==> src/lru_page_replacement_assert.svh <==
// Assertion macros shared by the LRU page replacement RTL.
// Included by files that check their own logic; the SYNTH build maps them to nothing.
`ifndef LRU_PAGE_REPLACEMENT_ASSERT_SVH
`define LRU_PAGE_REPLACEMENT_ASSERT_SVH

`ifndef SYNTH
`define LRU_ASSERT_IMPL(label, clk, rstn, ante, cons) \
    label: assert property (@(posedge clk) disable iff (!(rstn)) (ante) |-> (cons)) \
        else $error("lru assertion failed");
`define LRU_ASSERT_NEXT(label, clk, rstn, ante, cons) \
    label: assert property (@(posedge clk) disable iff (!(rstn)) (ante) |=> (cons)) \
        else $error("lru assertion failed");
`else
`define LRU_ASSERT_IMPL(label, clk, rstn, ante, cons)
`define LRU_ASSERT_NEXT(label, clk, rstn, ante, cons)
`endif

`endif

==> src/lru_pkg.sv <==
// Shared constants, types and helpers for the LRU page replacement block.
// No dependencies; used by every module of the block.
`default_nettype none

package lru_pkg;

    localparam int FRAMES_DEF    = 8;
    localparam int PAGE_BITS_DEF = 16;

    localparam int CFG_W       = 4;
    localparam int FRAME_IDX_W = 3;
    localparam int FAULT_W     = 32;
    localparam int DATA_W      = 32;
    localparam int ADDR_W      = 3;
    localparam int REG_IDX_W   = 1;

    localparam logic [CFG_W-1:0]     FIU_RESET         = 4'd8;
    localparam logic [REG_IDX_W-1:0] REG_FRAMES_IN_USE = 1'b0;

    typedef enum logic [1:0] {
        ST_IDLE,
        ST_SCAN,
        ST_UPDATE
    } state_t;

    typedef struct packed {
        logic found;
        logic have_empty;
        logic have_victim;
    } scan_flags_t;

    // Clamp the frames_in_use register to 1..frames.
    function automatic int active_count(logic [CFG_W-1:0] fiu, int frames);
        int n;
        n = int'(fiu);
        if (n == 0) begin
            n = 1;
        end
        if (n > frames) begin
            n = frames;
        end
        return n;
    endfunction

endpackage

`default_nettype wire

==> src/lru_page_store.sv <==
// Page number store: one write port, one registered read port.
// Depends on lru_pkg for nothing but defaults; contents undefined until written.
`default_nettype none

module lru_page_store #(
    parameter int FRAMES    = lru_pkg::FRAMES_DEF,
    parameter int PAGE_BITS = lru_pkg::PAGE_BITS_DEF
) (
    input  wire logic                   aclk,
    input  wire logic                   we,
    input  wire logic [((FRAMES > 1) ? $clog2(FRAMES) : 1)-1:0] waddr,
    input  wire logic [PAGE_BITS-1:0]   wdata,
    input  wire logic [((FRAMES > 1) ? $clog2(FRAMES) : 1)-1:0] raddr,
    output logic      [PAGE_BITS-1:0]   rdata
);

    logic [PAGE_BITS-1:0] mem [FRAMES];
    logic [PAGE_BITS-1:0] rdata_reg;

    always_ff @(posedge aclk) begin
        if (we) begin
            mem[waddr] <= wdata;
        end
    end

    always_ff @(posedge aclk) begin
        rdata_reg <= mem[raddr];
    end

    assign rdata = rdata_reg;

endmodule

`default_nettype wire

==> src/lru_scan_unit.sv <==
// Shared compare unit: looks at one frame per cycle while en is high and keeps the first hit,
// the first empty frame and the oldest valid frame. Depends on lru_pkg.
`default_nettype none

module lru_scan_unit #(
    parameter int FRAMES    = lru_pkg::FRAMES_DEF,
    parameter int PAGE_BITS = lru_pkg::PAGE_BITS_DEF
) (
    input  wire logic                   aclk,
    input  wire logic                   aresetn,
    input  wire logic                   clear,
    input  wire logic                   en,
    input  wire logic [((FRAMES > 1) ? $clog2(FRAMES) : 1)-1:0] idx,
    input  wire logic [PAGE_BITS-1:0]   key,
    input  wire logic [PAGE_BITS-1:0]   page_data,
    input  wire logic                   frame_valid,
    input  wire logic [((FRAMES > 1) ? $clog2(FRAMES) : 1)-1:0] frame_rank,
    output lru_pkg::scan_flags_t        flags,
    output logic [((FRAMES > 1) ? $clog2(FRAMES) : 1)-1:0] hit_idx,
    output logic [((FRAMES > 1) ? $clog2(FRAMES) : 1)-1:0] hit_rank,
    output logic [((FRAMES > 1) ? $clog2(FRAMES) : 1)-1:0] empty_idx,
    output logic [((FRAMES > 1) ? $clog2(FRAMES) : 1)-1:0] victim_idx,
    output logic [((FRAMES > 1) ? $clog2(FRAMES) : 1)-1:0] victim_rank,
    output logic [PAGE_BITS-1:0]        victim_page
);

    localparam int IDX_W = (FRAMES > 1) ? $clog2(FRAMES) : 1;

    lru_pkg::scan_flags_t flags_reg;
    logic [IDX_W-1:0]     hit_idx_reg;
    logic [IDX_W-1:0]     hit_rank_reg;
    logic [IDX_W-1:0]     empty_idx_reg;
    logic [IDX_W-1:0]     victim_idx_reg;
    logic [IDX_W-1:0]     victim_rank_reg;
    logic [PAGE_BITS-1:0] victim_page_reg;

    logic take_hit;
    logic take_empty;
    logic take_victim;

    always_comb begin
        take_hit    = en && frame_valid && (page_data == key) && !flags_reg.found;
        take_empty  = en && !frame_valid && !flags_reg.have_empty;
        // strict compare keeps the lowest index among equal oldest ranks
        take_victim = en && frame_valid &&
                      (!flags_reg.have_victim || (frame_rank > victim_rank_reg));
    end

    always_ff @(posedge aclk) begin
        if (!aresetn) begin
            flags_reg <= '0;
        end else if (clear) begin
            flags_reg <= '0;
        end else begin
            if (take_hit) begin
                flags_reg.found <= 1'b1;
            end
            if (take_empty) begin
                flags_reg.have_empty <= 1'b1;
            end
            if (take_victim) begin
                flags_reg.have_victim <= 1'b1;
            end
        end
    end

    always_ff @(posedge aclk) begin
        if (take_hit) begin
            hit_idx_reg  <= idx;
            hit_rank_reg <= frame_rank;
        end
        if (take_empty) begin
            empty_idx_reg <= idx;
        end
        if (take_victim) begin
            victim_idx_reg  <= idx;
            victim_rank_reg <= frame_rank;
            victim_page_reg <= page_data;
        end
    end

    assign flags       = flags_reg;
    assign hit_idx     = hit_idx_reg;
    assign hit_rank    = hit_rank_reg;
    assign empty_idx   = empty_idx_reg;
    assign victim_idx  = victim_idx_reg;
    assign victim_rank = victim_rank_reg;
    assign victim_page = victim_page_reg;

endmodule

`default_nettype wire

==> src/lru_page_replacement.sv <==
// LRU page replacement, fully associative. A new reference is accepted only in idle,
// after the last one's result has been loaded into the result register, and that load
// waits while the result register still holds a result that m_ready has not taken. The scan reads
// the page store one frame per cycle through its single read port into the shared
// compare unit. Reset (aresetn low, synchronous): all frames empty, ranks and fault
// count zero, frames_in_use 8; page store untouched.
`default_nettype none

`include "lru_page_replacement_assert.svh"

module lru_page_replacement #(
    parameter int FRAMES    = lru_pkg::FRAMES_DEF,
    parameter int PAGE_BITS = lru_pkg::PAGE_BITS_DEF
) (
    input  wire logic                          aclk,
    input  wire logic                          aresetn,
    input  wire logic                          psel,
    input  wire logic                          penable,
    input  wire logic                          pwrite,
    input  wire logic [lru_pkg::ADDR_W-1:0]    paddr,
    input  wire logic [lru_pkg::DATA_W-1:0]    pwdata,
    output logic      [lru_pkg::DATA_W-1:0]    prdata,
    output logic                               pready,
    input  wire logic                          s_valid,
    output logic                               s_ready,
    input  wire logic [PAGE_BITS-1:0]          s_page,
    output logic                               m_valid,
    input  wire logic                          m_ready,
    output logic                               m_hit,
    output logic [lru_pkg::FRAME_IDX_W-1:0]    m_frame_index,
    output logic                               m_evicted_valid,
    output logic [PAGE_BITS-1:0]               m_evicted_page,
    output logic [lru_pkg::FAULT_W-1:0]        m_fault_total
);

    localparam int IDX_W  = (FRAMES > 1) ? $clog2(FRAMES) : 1;
    localparam int CNT_W  = $clog2(FRAMES + 1);
    localparam int RANK_W = IDX_W;
    localparam logic [RANK_W-1:0] RANK_MAX   = RANK_W'(FRAMES - 1);
    localparam logic [CNT_W-1:0]  LIMIT_FILL = CNT_W'(FRAMES);

    lru_pkg::state_t state_reg, state_next;

    logic [lru_pkg::CFG_W-1:0]   fiu_reg;
    logic [FRAMES-1:0]           valid_reg;
    logic [RANK_W-1:0]           rank_reg [FRAMES];
    logic [lru_pkg::FAULT_W-1:0] fault_reg;
    logic [PAGE_BITS-1:0]        key_reg;
    logic [CNT_W-1:0]            rd_cnt_reg;
    logic                        cmp_en_reg;
    logic [IDX_W-1:0]            cmp_idx_reg;

    logic                             m_valid_reg;
    logic                             m_hit_reg;
    logic [lru_pkg::FRAME_IDX_W-1:0]  m_frame_index_reg;
    logic                             m_evicted_valid_reg;
    logic [PAGE_BITS-1:0]             m_evicted_page_reg;
    logic [lru_pkg::FAULT_W-1:0]      m_fault_total_reg;

    logic scan_clear;
    logic rd_issue;
    logic out_load;

    logic [CNT_W-1:0] n_act;
    logic [CNT_W-1:0] n_cfg;
    logic             cfg_wr;
    logic             cfg_sel;

    lru_pkg::scan_flags_t flags;
    logic [IDX_W-1:0]     hit_idx;
    logic [IDX_W-1:0]     hit_rank;
    logic [IDX_W-1:0]     empty_idx;
    logic [IDX_W-1:0]     victim_idx;
    logic [IDX_W-1:0]     victim_rank;
    logic [PAGE_BITS-1:0] victim_page;
    logic [PAGE_BITS-1:0] rd_page;

    logic [IDX_W-1:0]            f_sel;
    logic [CNT_W-1:0]            limit;
    logic                        evict;
    logic [31:0]                 f_ext;
    logic [RANK_W-1:0]           rank_upd [FRAMES];
    logic [FRAMES-1:0]           valid_upd;
    logic [lru_pkg::FAULT_W-1:0] fault_next;

    // Configuration port
    assign pready  = 1'b1;
    assign cfg_sel = (paddr[lru_pkg::ADDR_W-1:2] == lru_pkg::REG_FRAMES_IN_USE);
    assign cfg_wr  = psel && penable && pwrite && cfg_sel;
    assign n_act   = CNT_W'(lru_pkg::active_count(fiu_reg, FRAMES));
    assign n_cfg   = CNT_W'(lru_pkg::active_count(pwdata[lru_pkg::CFG_W-1:0], FRAMES));

    always_comb begin
        prdata = '0;
        if (cfg_sel) begin
            prdata = lru_pkg::DATA_W'(fiu_reg);
        end
    end

    // Sequencer
    always_ff @(posedge aclk) begin
        if (!aresetn) begin
            state_reg <= lru_pkg::ST_IDLE;
        end else begin
            state_reg <= state_next;
        end
    end

    always_comb begin
        state_next = state_reg;
        s_ready    = 1'b0;
        scan_clear = 1'b0;
        rd_issue   = 1'b0;
        out_load   = 1'b0;
        unique case (state_reg)
            lru_pkg::ST_IDLE: begin
                s_ready = 1'b1;
                if (s_valid) begin
                    scan_clear = 1'b1;
                    state_next = lru_pkg::ST_SCAN;
                end
            end
            lru_pkg::ST_SCAN: begin
                rd_issue = (rd_cnt_reg < n_act);
                // drain the compare stage before deciding
                if (!rd_issue && !cmp_en_reg) begin
                    state_next = lru_pkg::ST_UPDATE;
                end
            end
            lru_pkg::ST_UPDATE: begin
                if (!m_valid_reg || m_ready) begin
                    out_load   = 1'b1;
                    state_next = lru_pkg::ST_IDLE;
                end
            end
            default: begin
                state_next = lru_pkg::ST_IDLE;
            end
        endcase
    end

    // Scan pointer and compare stage
    always_ff @(posedge aclk) begin
        if (!aresetn) begin
            rd_cnt_reg <= '0;
            cmp_en_reg <= 1'b0;
        end else begin
            if (scan_clear) begin
                rd_cnt_reg <= '0;
            end else if (rd_issue) begin
                rd_cnt_reg <= rd_cnt_reg + CNT_W'(1);
            end
            cmp_en_reg <= rd_issue;
        end
    end

    always_ff @(posedge aclk) begin
        cmp_idx_reg <= rd_cnt_reg[IDX_W-1:0];
        if (scan_clear) begin
            key_reg <= s_page;
        end
    end

    lru_page_store #(
        .FRAMES    (FRAMES),
        .PAGE_BITS (PAGE_BITS)
    ) u_store (
        .aclk  (aclk),
        .we    (out_load && !flags.found),
        .waddr (f_sel),
        .wdata (key_reg),
        .raddr (rd_cnt_reg[IDX_W-1:0]),
        .rdata (rd_page)
    );

    lru_scan_unit #(
        .FRAMES    (FRAMES),
        .PAGE_BITS (PAGE_BITS)
    ) u_scan (
        .aclk        (aclk),
        .aresetn     (aresetn),
        .clear       (scan_clear),
        .en          (cmp_en_reg),
        .idx         (cmp_idx_reg),
        .key         (key_reg),
        .page_data   (rd_page),
        .frame_valid (valid_reg[cmp_idx_reg]),
        .frame_rank  (rank_reg[cmp_idx_reg]),
        .flags       (flags),
        .hit_idx     (hit_idx),
        .hit_rank    (hit_rank),
        .empty_idx   (empty_idx),
        .victim_idx  (victim_idx),
        .victim_rank (victim_rank),
        .victim_page (victim_page)
    );

    // Placement decision and recency update
    always_comb begin
        evict = !flags.found && !flags.have_empty;
        if (flags.found) begin
            f_sel = hit_idx;
            limit = CNT_W'(hit_rank);
        end else if (flags.have_empty) begin
            f_sel = empty_idx;
            limit = LIMIT_FILL;
        end else begin
            f_sel = victim_idx;
            limit = CNT_W'(victim_rank);
        end
        f_ext = 32'(f_sel);

        for (int j = 0; j < FRAMES; j++) begin
            rank_upd[j]  = rank_reg[j];
            valid_upd[j] = valid_reg[j];
            if ((j < int'(n_act)) && (IDX_W'(j) != f_sel) && valid_reg[j] &&
                (CNT_W'(rank_reg[j]) < limit) && (rank_reg[j] < RANK_MAX)) begin
                rank_upd[j] = rank_reg[j] + RANK_W'(1);
            end
            if (IDX_W'(j) == f_sel) begin
                rank_upd[j]  = '0;
                valid_upd[j] = 1'b1;
            end
        end

        fault_next = fault_reg;
        if (!flags.found && (fault_reg != '1)) begin
            fault_next = fault_reg + lru_pkg::FAULT_W'(1);
        end
    end

    always_ff @(posedge aclk) begin
        if (!aresetn) begin
            fiu_reg   <= lru_pkg::FIU_RESET;
            valid_reg <= '0;
            fault_reg <= '0;
            for (int j = 0; j < FRAMES; j++) begin
                rank_reg[j] <= '0;
            end
        end else begin
            if (cfg_wr) begin
                fiu_reg <= pwdata[lru_pkg::CFG_W-1:0];
                // drop frames above the new active count
                for (int j = 0; j < FRAMES; j++) begin
                    if (j >= int'(n_cfg)) begin
                        valid_reg[j] <= 1'b0;
                        rank_reg[j]  <= '0;
                    end
                end
            end
            if (out_load) begin
                valid_reg <= valid_upd;
                fault_reg <= fault_next;
                for (int j = 0; j < FRAMES; j++) begin
                    rank_reg[j] <= rank_upd[j];
                end
            end
        end
    end

    // Output register
    always_ff @(posedge aclk) begin
        if (!aresetn) begin
            m_valid_reg <= 1'b0;
        end else if (out_load) begin
            m_valid_reg <= 1'b1;
        end else if (m_ready) begin
            m_valid_reg <= 1'b0;
        end
    end

    always_ff @(posedge aclk) begin
        if (out_load) begin
            m_hit_reg           <= flags.found;
            m_frame_index_reg   <= f_ext[lru_pkg::FRAME_IDX_W-1:0];
            m_evicted_valid_reg <= evict;
            m_evicted_page_reg  <= evict ? victim_page : '0;
            m_fault_total_reg   <= fault_next;
        end
    end

    assign m_valid         = m_valid_reg;
    assign m_hit           = m_hit_reg;
    assign m_frame_index   = m_frame_index_reg;
    assign m_evicted_valid = m_evicted_valid_reg;
    assign m_evicted_page  = m_evicted_page_reg;
    assign m_fault_total   = m_fault_total_reg;

    `LRU_ASSERT_NEXT(a_accept_starts_scan, aclk, aresetn, s_valid && s_ready, state_reg == lru_pkg::ST_SCAN)
    `LRU_ASSERT_IMPL(a_update_after_drain, aclk, aresetn, state_reg == lru_pkg::ST_UPDATE, !cmp_en_reg)
    `LRU_ASSERT_NEXT(a_fault_monotonic, aclk, aresetn, out_load, fault_reg >= $past(fault_reg))
    `LRU_ASSERT_IMPL(a_result_from_update, aclk, aresetn, $rose(m_valid_reg), $past(state_reg) == lru_pkg::ST_UPDATE)
    `LRU_ASSERT_IMPL(a_evict_only_on_fault, aclk, aresetn, m_valid_reg, !(m_hit_reg && m_evicted_valid_reg))

endmodule

`default_nettype wire
==> config.mk <==
export PLATFORM = sky130hd
export DESIGN_NAME = lru_page_replacement
export DESIGN_NICKNAME = d
export VERILOG_FILES = /design/src/lru_pkg.sv /design/src/lru_page_store.sv /design/src/lru_scan_unit.sv /design/src/lru_page_replacement.sv
export VERILOG_INCLUDE_DIRS = /design/src /design/src/src
export SDC_FILE = /design/constraint.sdc
export NUM_CORES = 1
export LEC_CHECK = 0
export ABC_AREA = 1
export BUFFER_PORTS_ARGS = -buffer_cell sky130_fd_sc_hd__buf_4
export CORE_ASPECT_RATIO = 0.75
export CORE_UTILIZATION = 50
export DETAILED_ROUTE_END_ITERATION = 8
export PLACE_DENSITY = 0.76
export SLEW_MARGIN = 20
export SYNTH_ARGS = -nofsm -noshare
export SYNTH_HDL_FRONTEND = slang
export SYNTH_HIERARCHICAL = 1
export SYNTH_SLANG_ARGS = --single-unit
==> constraint.sdc <==
create_clock -name aclk -period 3.5 [get_ports aclk]
set_input_delay 0.175 -clock aclk [delete_from_list [all_inputs] [get_ports aclk]]
set_output_delay 0.175 -clock aclk [all_outputs]
set_load 0.1 [all_outputs]
==> summary.log <==
[synth] main combinational cell family by area after synthesis simple AND/OR/NAND/NOR gates
[synth] post-synthesis instance area 15500 µm²
[cts] root buffer cell sky130_fd_sc_hd__clkbuf_16
[cells_and_area] Final #Nets 1953
[sta] Tcrit/Tclk final 0.782
[sta] Final Hold Violating Endpoints 0
[sta] Max Freq 366 MHz
[cts] H-tree levels 1
[cells_and_area] number of antenna repair diodes 0
[synth] number of enable flip-flop cells after synthesis 249
[cells_and_area] multi-input gate area in the final layout 5090 µm²
[route] DRC violations left 1
[synth] cells after synthesis 1745
[placement] final HPWL from detailed placement 22800 µm
[critical_path] crit-path leading delay family simple AND/OR/NAND/NOR gates
[critical_path] Required @ worst endpoint 3.74 ns
[job] Max-Cap Viols 0
[sta] RSZ-0062 raised after global routing no
[power_and_ir_drop] overall power after layout 8.31 mW
[cells_and_area] post-route cell area 17800 µm²
[critical_path] sort of element at the start of the critical path flip-flop
[synth] ys async rst share 0
[cts] number of setup buffers added after CTS 0
[placement] placed standard-cell area 16400 µm²
[critical_path] category of the worst setup path capture point flip-flop
[die] initial core utilization 0.511
[cells_and_area] fillcell total 2560
[critical_path] sum of buffers and inverters on the critical path 2
[placement] global placement routability congestion 0.892
[synth] sequential cell area fraction in the yosys report 0.581
[power_and_ir_drop] power per cell area 468 nW/µm²
[synth] fraction of the mapped netlist area in compound gates 0.0372
[critical_path] list of cells traversed by the critical path nor2_2 -> nand2_1 -> nand3_1 -> inv_1 -> nand2_1 -> nand2_1 -> inv_1 -> a21boi_0
[die] I/O Pins 146
[cts] worst skew pair latency 0.59 ns
[sta] final number of max-transition violations 0
[sta] worst path setup slack after routing 0.764 ns
[die] floorplan die width 205 µm
[placement] Port Buf Inserts 86
[worst_hold_path] worst hold path class in2reg
[cells_and_area] commonest non-fill, non-tap cell in the layout sky130_fd_sc_hd__nand2_1
[sta] worst slew pin tran 1.07 ns
[die] Die Y-Extent 155 µm
[synth] xor-xnor portion of the synthesized cell area 0.0169
[cts] Sink Count 326
[cts] clock tree from TritonCTS built
[die] full die area 31800 µm²
[synth] largest area contributor in the netlist sky130_fd_sc_hd__edfxtp_1
[sta] Max Clock Skew 0.0183 ns
[synth] portion of netlist area occupied by mux cells 0
[sta] Max-slew headroom 0.288
[sta] time the worst path needs with I/O delays and setup 2.74 ns
[synth] leading register cell type out of synthesis sky130_fd_sc_hd__edfxtp_1
[global_routing] GRT Overall Usage 0.218
[global_routing] grt total ovfl 0
[critical_path] depth of the worst register-to-register path 8
[synth] distinct cell type count of the synthesized netlist 41
[cts] Hold-fix buffers, CTS 25
[cts] number of buffers created by CTS 31
[worst_hold_path] Hold Crit Depth 4
[critical_path] worst setup path class reg2reg
[route] routed vias 11500
[synth] YS warnings 6
[cells_and_area] max FFs per register 128
[critical_path] library cell appearing most often on the critical path sky130_fd_sc_hd__nand2_1
[route] violation count after the first detailed-routing iteration 1126
[critical_path] CP peak stage delay 0.65 ns
[route] Detail Route Antenna Nets 0
[synth] arithmetic-cell share of the synthesized area counting full adders, half adders and majority gates 0.0258
[cts] Clk pin slew, worst setup/hold paths 0.06 ns
[global_routing] global-route wire length before repair 54200 µm
[global_routing] vias in the first global route 10700
[route] drt wl/cell 14.9 µm
[power_and_ir_drop] cell leakage power 7.84 nW
[synth] per-instance average area after synthesis 8.89 µm²
[placement] worst slack at placement 0.781 ns
[synth] cell types with the largest area share after synthesis sky130_fd_sc_hd__edfxtp_1 (48%), sky130_fd_sc_hd__nand2_1 (14%), sky130_fd_sc_hd__dfxtp_1 (9.9%)
[run_status] status finished, violations left
[critical_path] slowest stage cell, crit path sky130_fd_sc_hd__dfxtp_1
[sta] final total negative setup slack 0 ns
[route] number of detailed-route iterations in the first pass 9
[route] Via-to-Cell Ratio 5.03
[synth] area share of the largest cell type after synthesis 0.482
[cells_and_area] commonest non-fill, non-tap cells in the layout sky130_fd_sc_hd__nand2_1 (584), sky130_fd_sc_hd__inv_1 (267), sky130_fd_sc_hd__edfxtp_1 (249)
[sta] final setup vio count 0
[critical_path] Arrival @ worst endpoint 2.97 ns
[cells_and_area] total area of sequential cells 9020 µm²
[synth] simple logic cell fraction of the synthesized area 0.240
[critical_path] Critical Path Fanout Max 13
[route] wirelength, routed 34100 µm
[cts] CTS resizes 0
[synth] post-synthesis sequential element count 326
[global_routing] maximum number of pins on one net before global-route repair 70
[power_and_ir_drop] Max VDD drop 0.402 mV
[cells_and_area] fraction of layout cells with a size suffix above 1 0.104
[cts] maximum count of clock buffers along a single path 3
[cells_and_area] layout-stage area growth over the synthesis result 14.5%
[die] core outline area 30300 µm²
[die] count of standard-cell rows 55
[global_routing] number of antenna violations at the first check in global routing 0
[critical_path] number of gates on the worst path with buffers counted 8
[run_status] violated checks design-rule violations
==> report_power, final <==
group / internal [mW] / switching, mW
Combinational: 0.136 / 0.383
Clock: 2.06 / 1.46
Sequential: 4.20 / 0.0708
==> cell families (layout without fill, tap and decap cells) <==
logic type	after synthesis	in the layout
adders and majority gates	32	32
AOI/OAI and AO/OA	105	105
other	2	29
buffers and inverters	348	464
DFF	326	326
and+or+nand+nor	902	902
xor gates and xnor gates	30	30
==> tightest hold or removal path: cells and delay by family <==
kind            cells  cell delay, ns
buf+inv             1            0.10
compound gates      1            0.16
simple gates        2            0.16
==> synthesized netlist by cell type, types with 3 or more instances <==
| master | number |
|---|---|
| sky130_fd_sc_hd__nor2_1 | 145 |
| sky130_fd_sc_hd__nor2_4 | 4 |
| sky130_fd_sc_hd__xnor2_1 | 19 |
| sky130_fd_sc_hd__ha_1 | 32 |
| sky130_fd_sc_hd__nand3_1 | 111 |
| sky130_fd_sc_hd__nand2_2 | 4 |
| sky130_fd_sc_hd__a21boi_0 | 3 |
| sky130_fd_sc_hd__buf_2 | 21 |
| sky130_fd_sc_hd__and2_1 | 4 |
| sky130_fd_sc_hd__nand2_1 | 584 |
| sky130_fd_sc_hd__nor3_1 | 11 |
| sky130_fd_sc_hd__o211ai_1 | 3 |
| sky130_fd_sc_hd__buf_4 | 34 |
| sky130_fd_sc_hd__and3_1 | 3 |
| sky130_fd_sc_hd__a21oi_1 | 27 |
| sky130_fd_sc_hd__inv_2 | 6 |
| sky130_fd_sc_hd__clkbuf_1 | 10 |
| sky130_fd_sc_hd__nand4_1 | 5 |
| sky130_fd_sc_hd__o21ai_0 | 51 |
| sky130_fd_sc_hd__inv_1 | 268 |
| sky130_fd_sc_hd__xor2_1 | 11 |
| sky130_fd_sc_hd__edfxtp_1 | 249 |
| sky130_fd_sc_hd__a31oi_1 | 9 |
| sky130_fd_sc_hd__nor2_2 | 10 |
| sky130_fd_sc_hd__nand3b_1 | 14 |
| sky130_fd_sc_hd__dfxtp_1 | 77 |
| sky130_fd_sc_hd__buf_6 | 9 |
==> worst paths after layout <==
check,from,end,slack [ns]
max,u_scan/flags[2]$_SDFFE_PP0P_,rank_reg[3][1]$_SDFFCE_PP0P_,0.76
min,paddr[2],fiu_reg[3]$_SDFFE_PN1P_,0.06
max reg2reg,u_scan/flags[2]$_SDFFE_PP0P_,rank_reg[3][1]$_SDFFCE_PP0P_,0.76
min reg2reg,u_store/rdata[0]$_DFF_P_,u_scan/victim_page[0]$_DFFE_PP_,0.45
==> layout make-up <==
class / count / area share
clock buffers: 41 / 0.0491
clock inverters: 17 / 0.0120
inverters: 274 / 0.0579
multi-input cells: 1098 / 0.286
flip-flops and latches: 326 / 0.507
well taps: 399 / 0.0281
repair buffers: 132 / 0.0593
==> metal layers <==
metal / track usage / up-vias / share of wire
met1: 0.314 / 5323 / 0.45
met4: 0.0561 / 0 / 0.022
met2: 0.338 / 415 / 0.44
met3: 0.0417 / 47 / 0.084
met5: 0 / - / 0
li1: - / 5715 / -
==> per-stage QoR <==
step / instances / hold WS [ns] / util
final: 2287 / 0.0595 / 0.586
after CTS: 2287 / 0.0282 / 0.585
after global placement: 2204 / 0.354 / 0.541
after detailed placement: 2204 / 0.354 / 0.541
after floorplan: 1772 / 0.274 / -
after global routing: 2287 / 0.106 / 0.586
(Power assumes the default switching activity.)
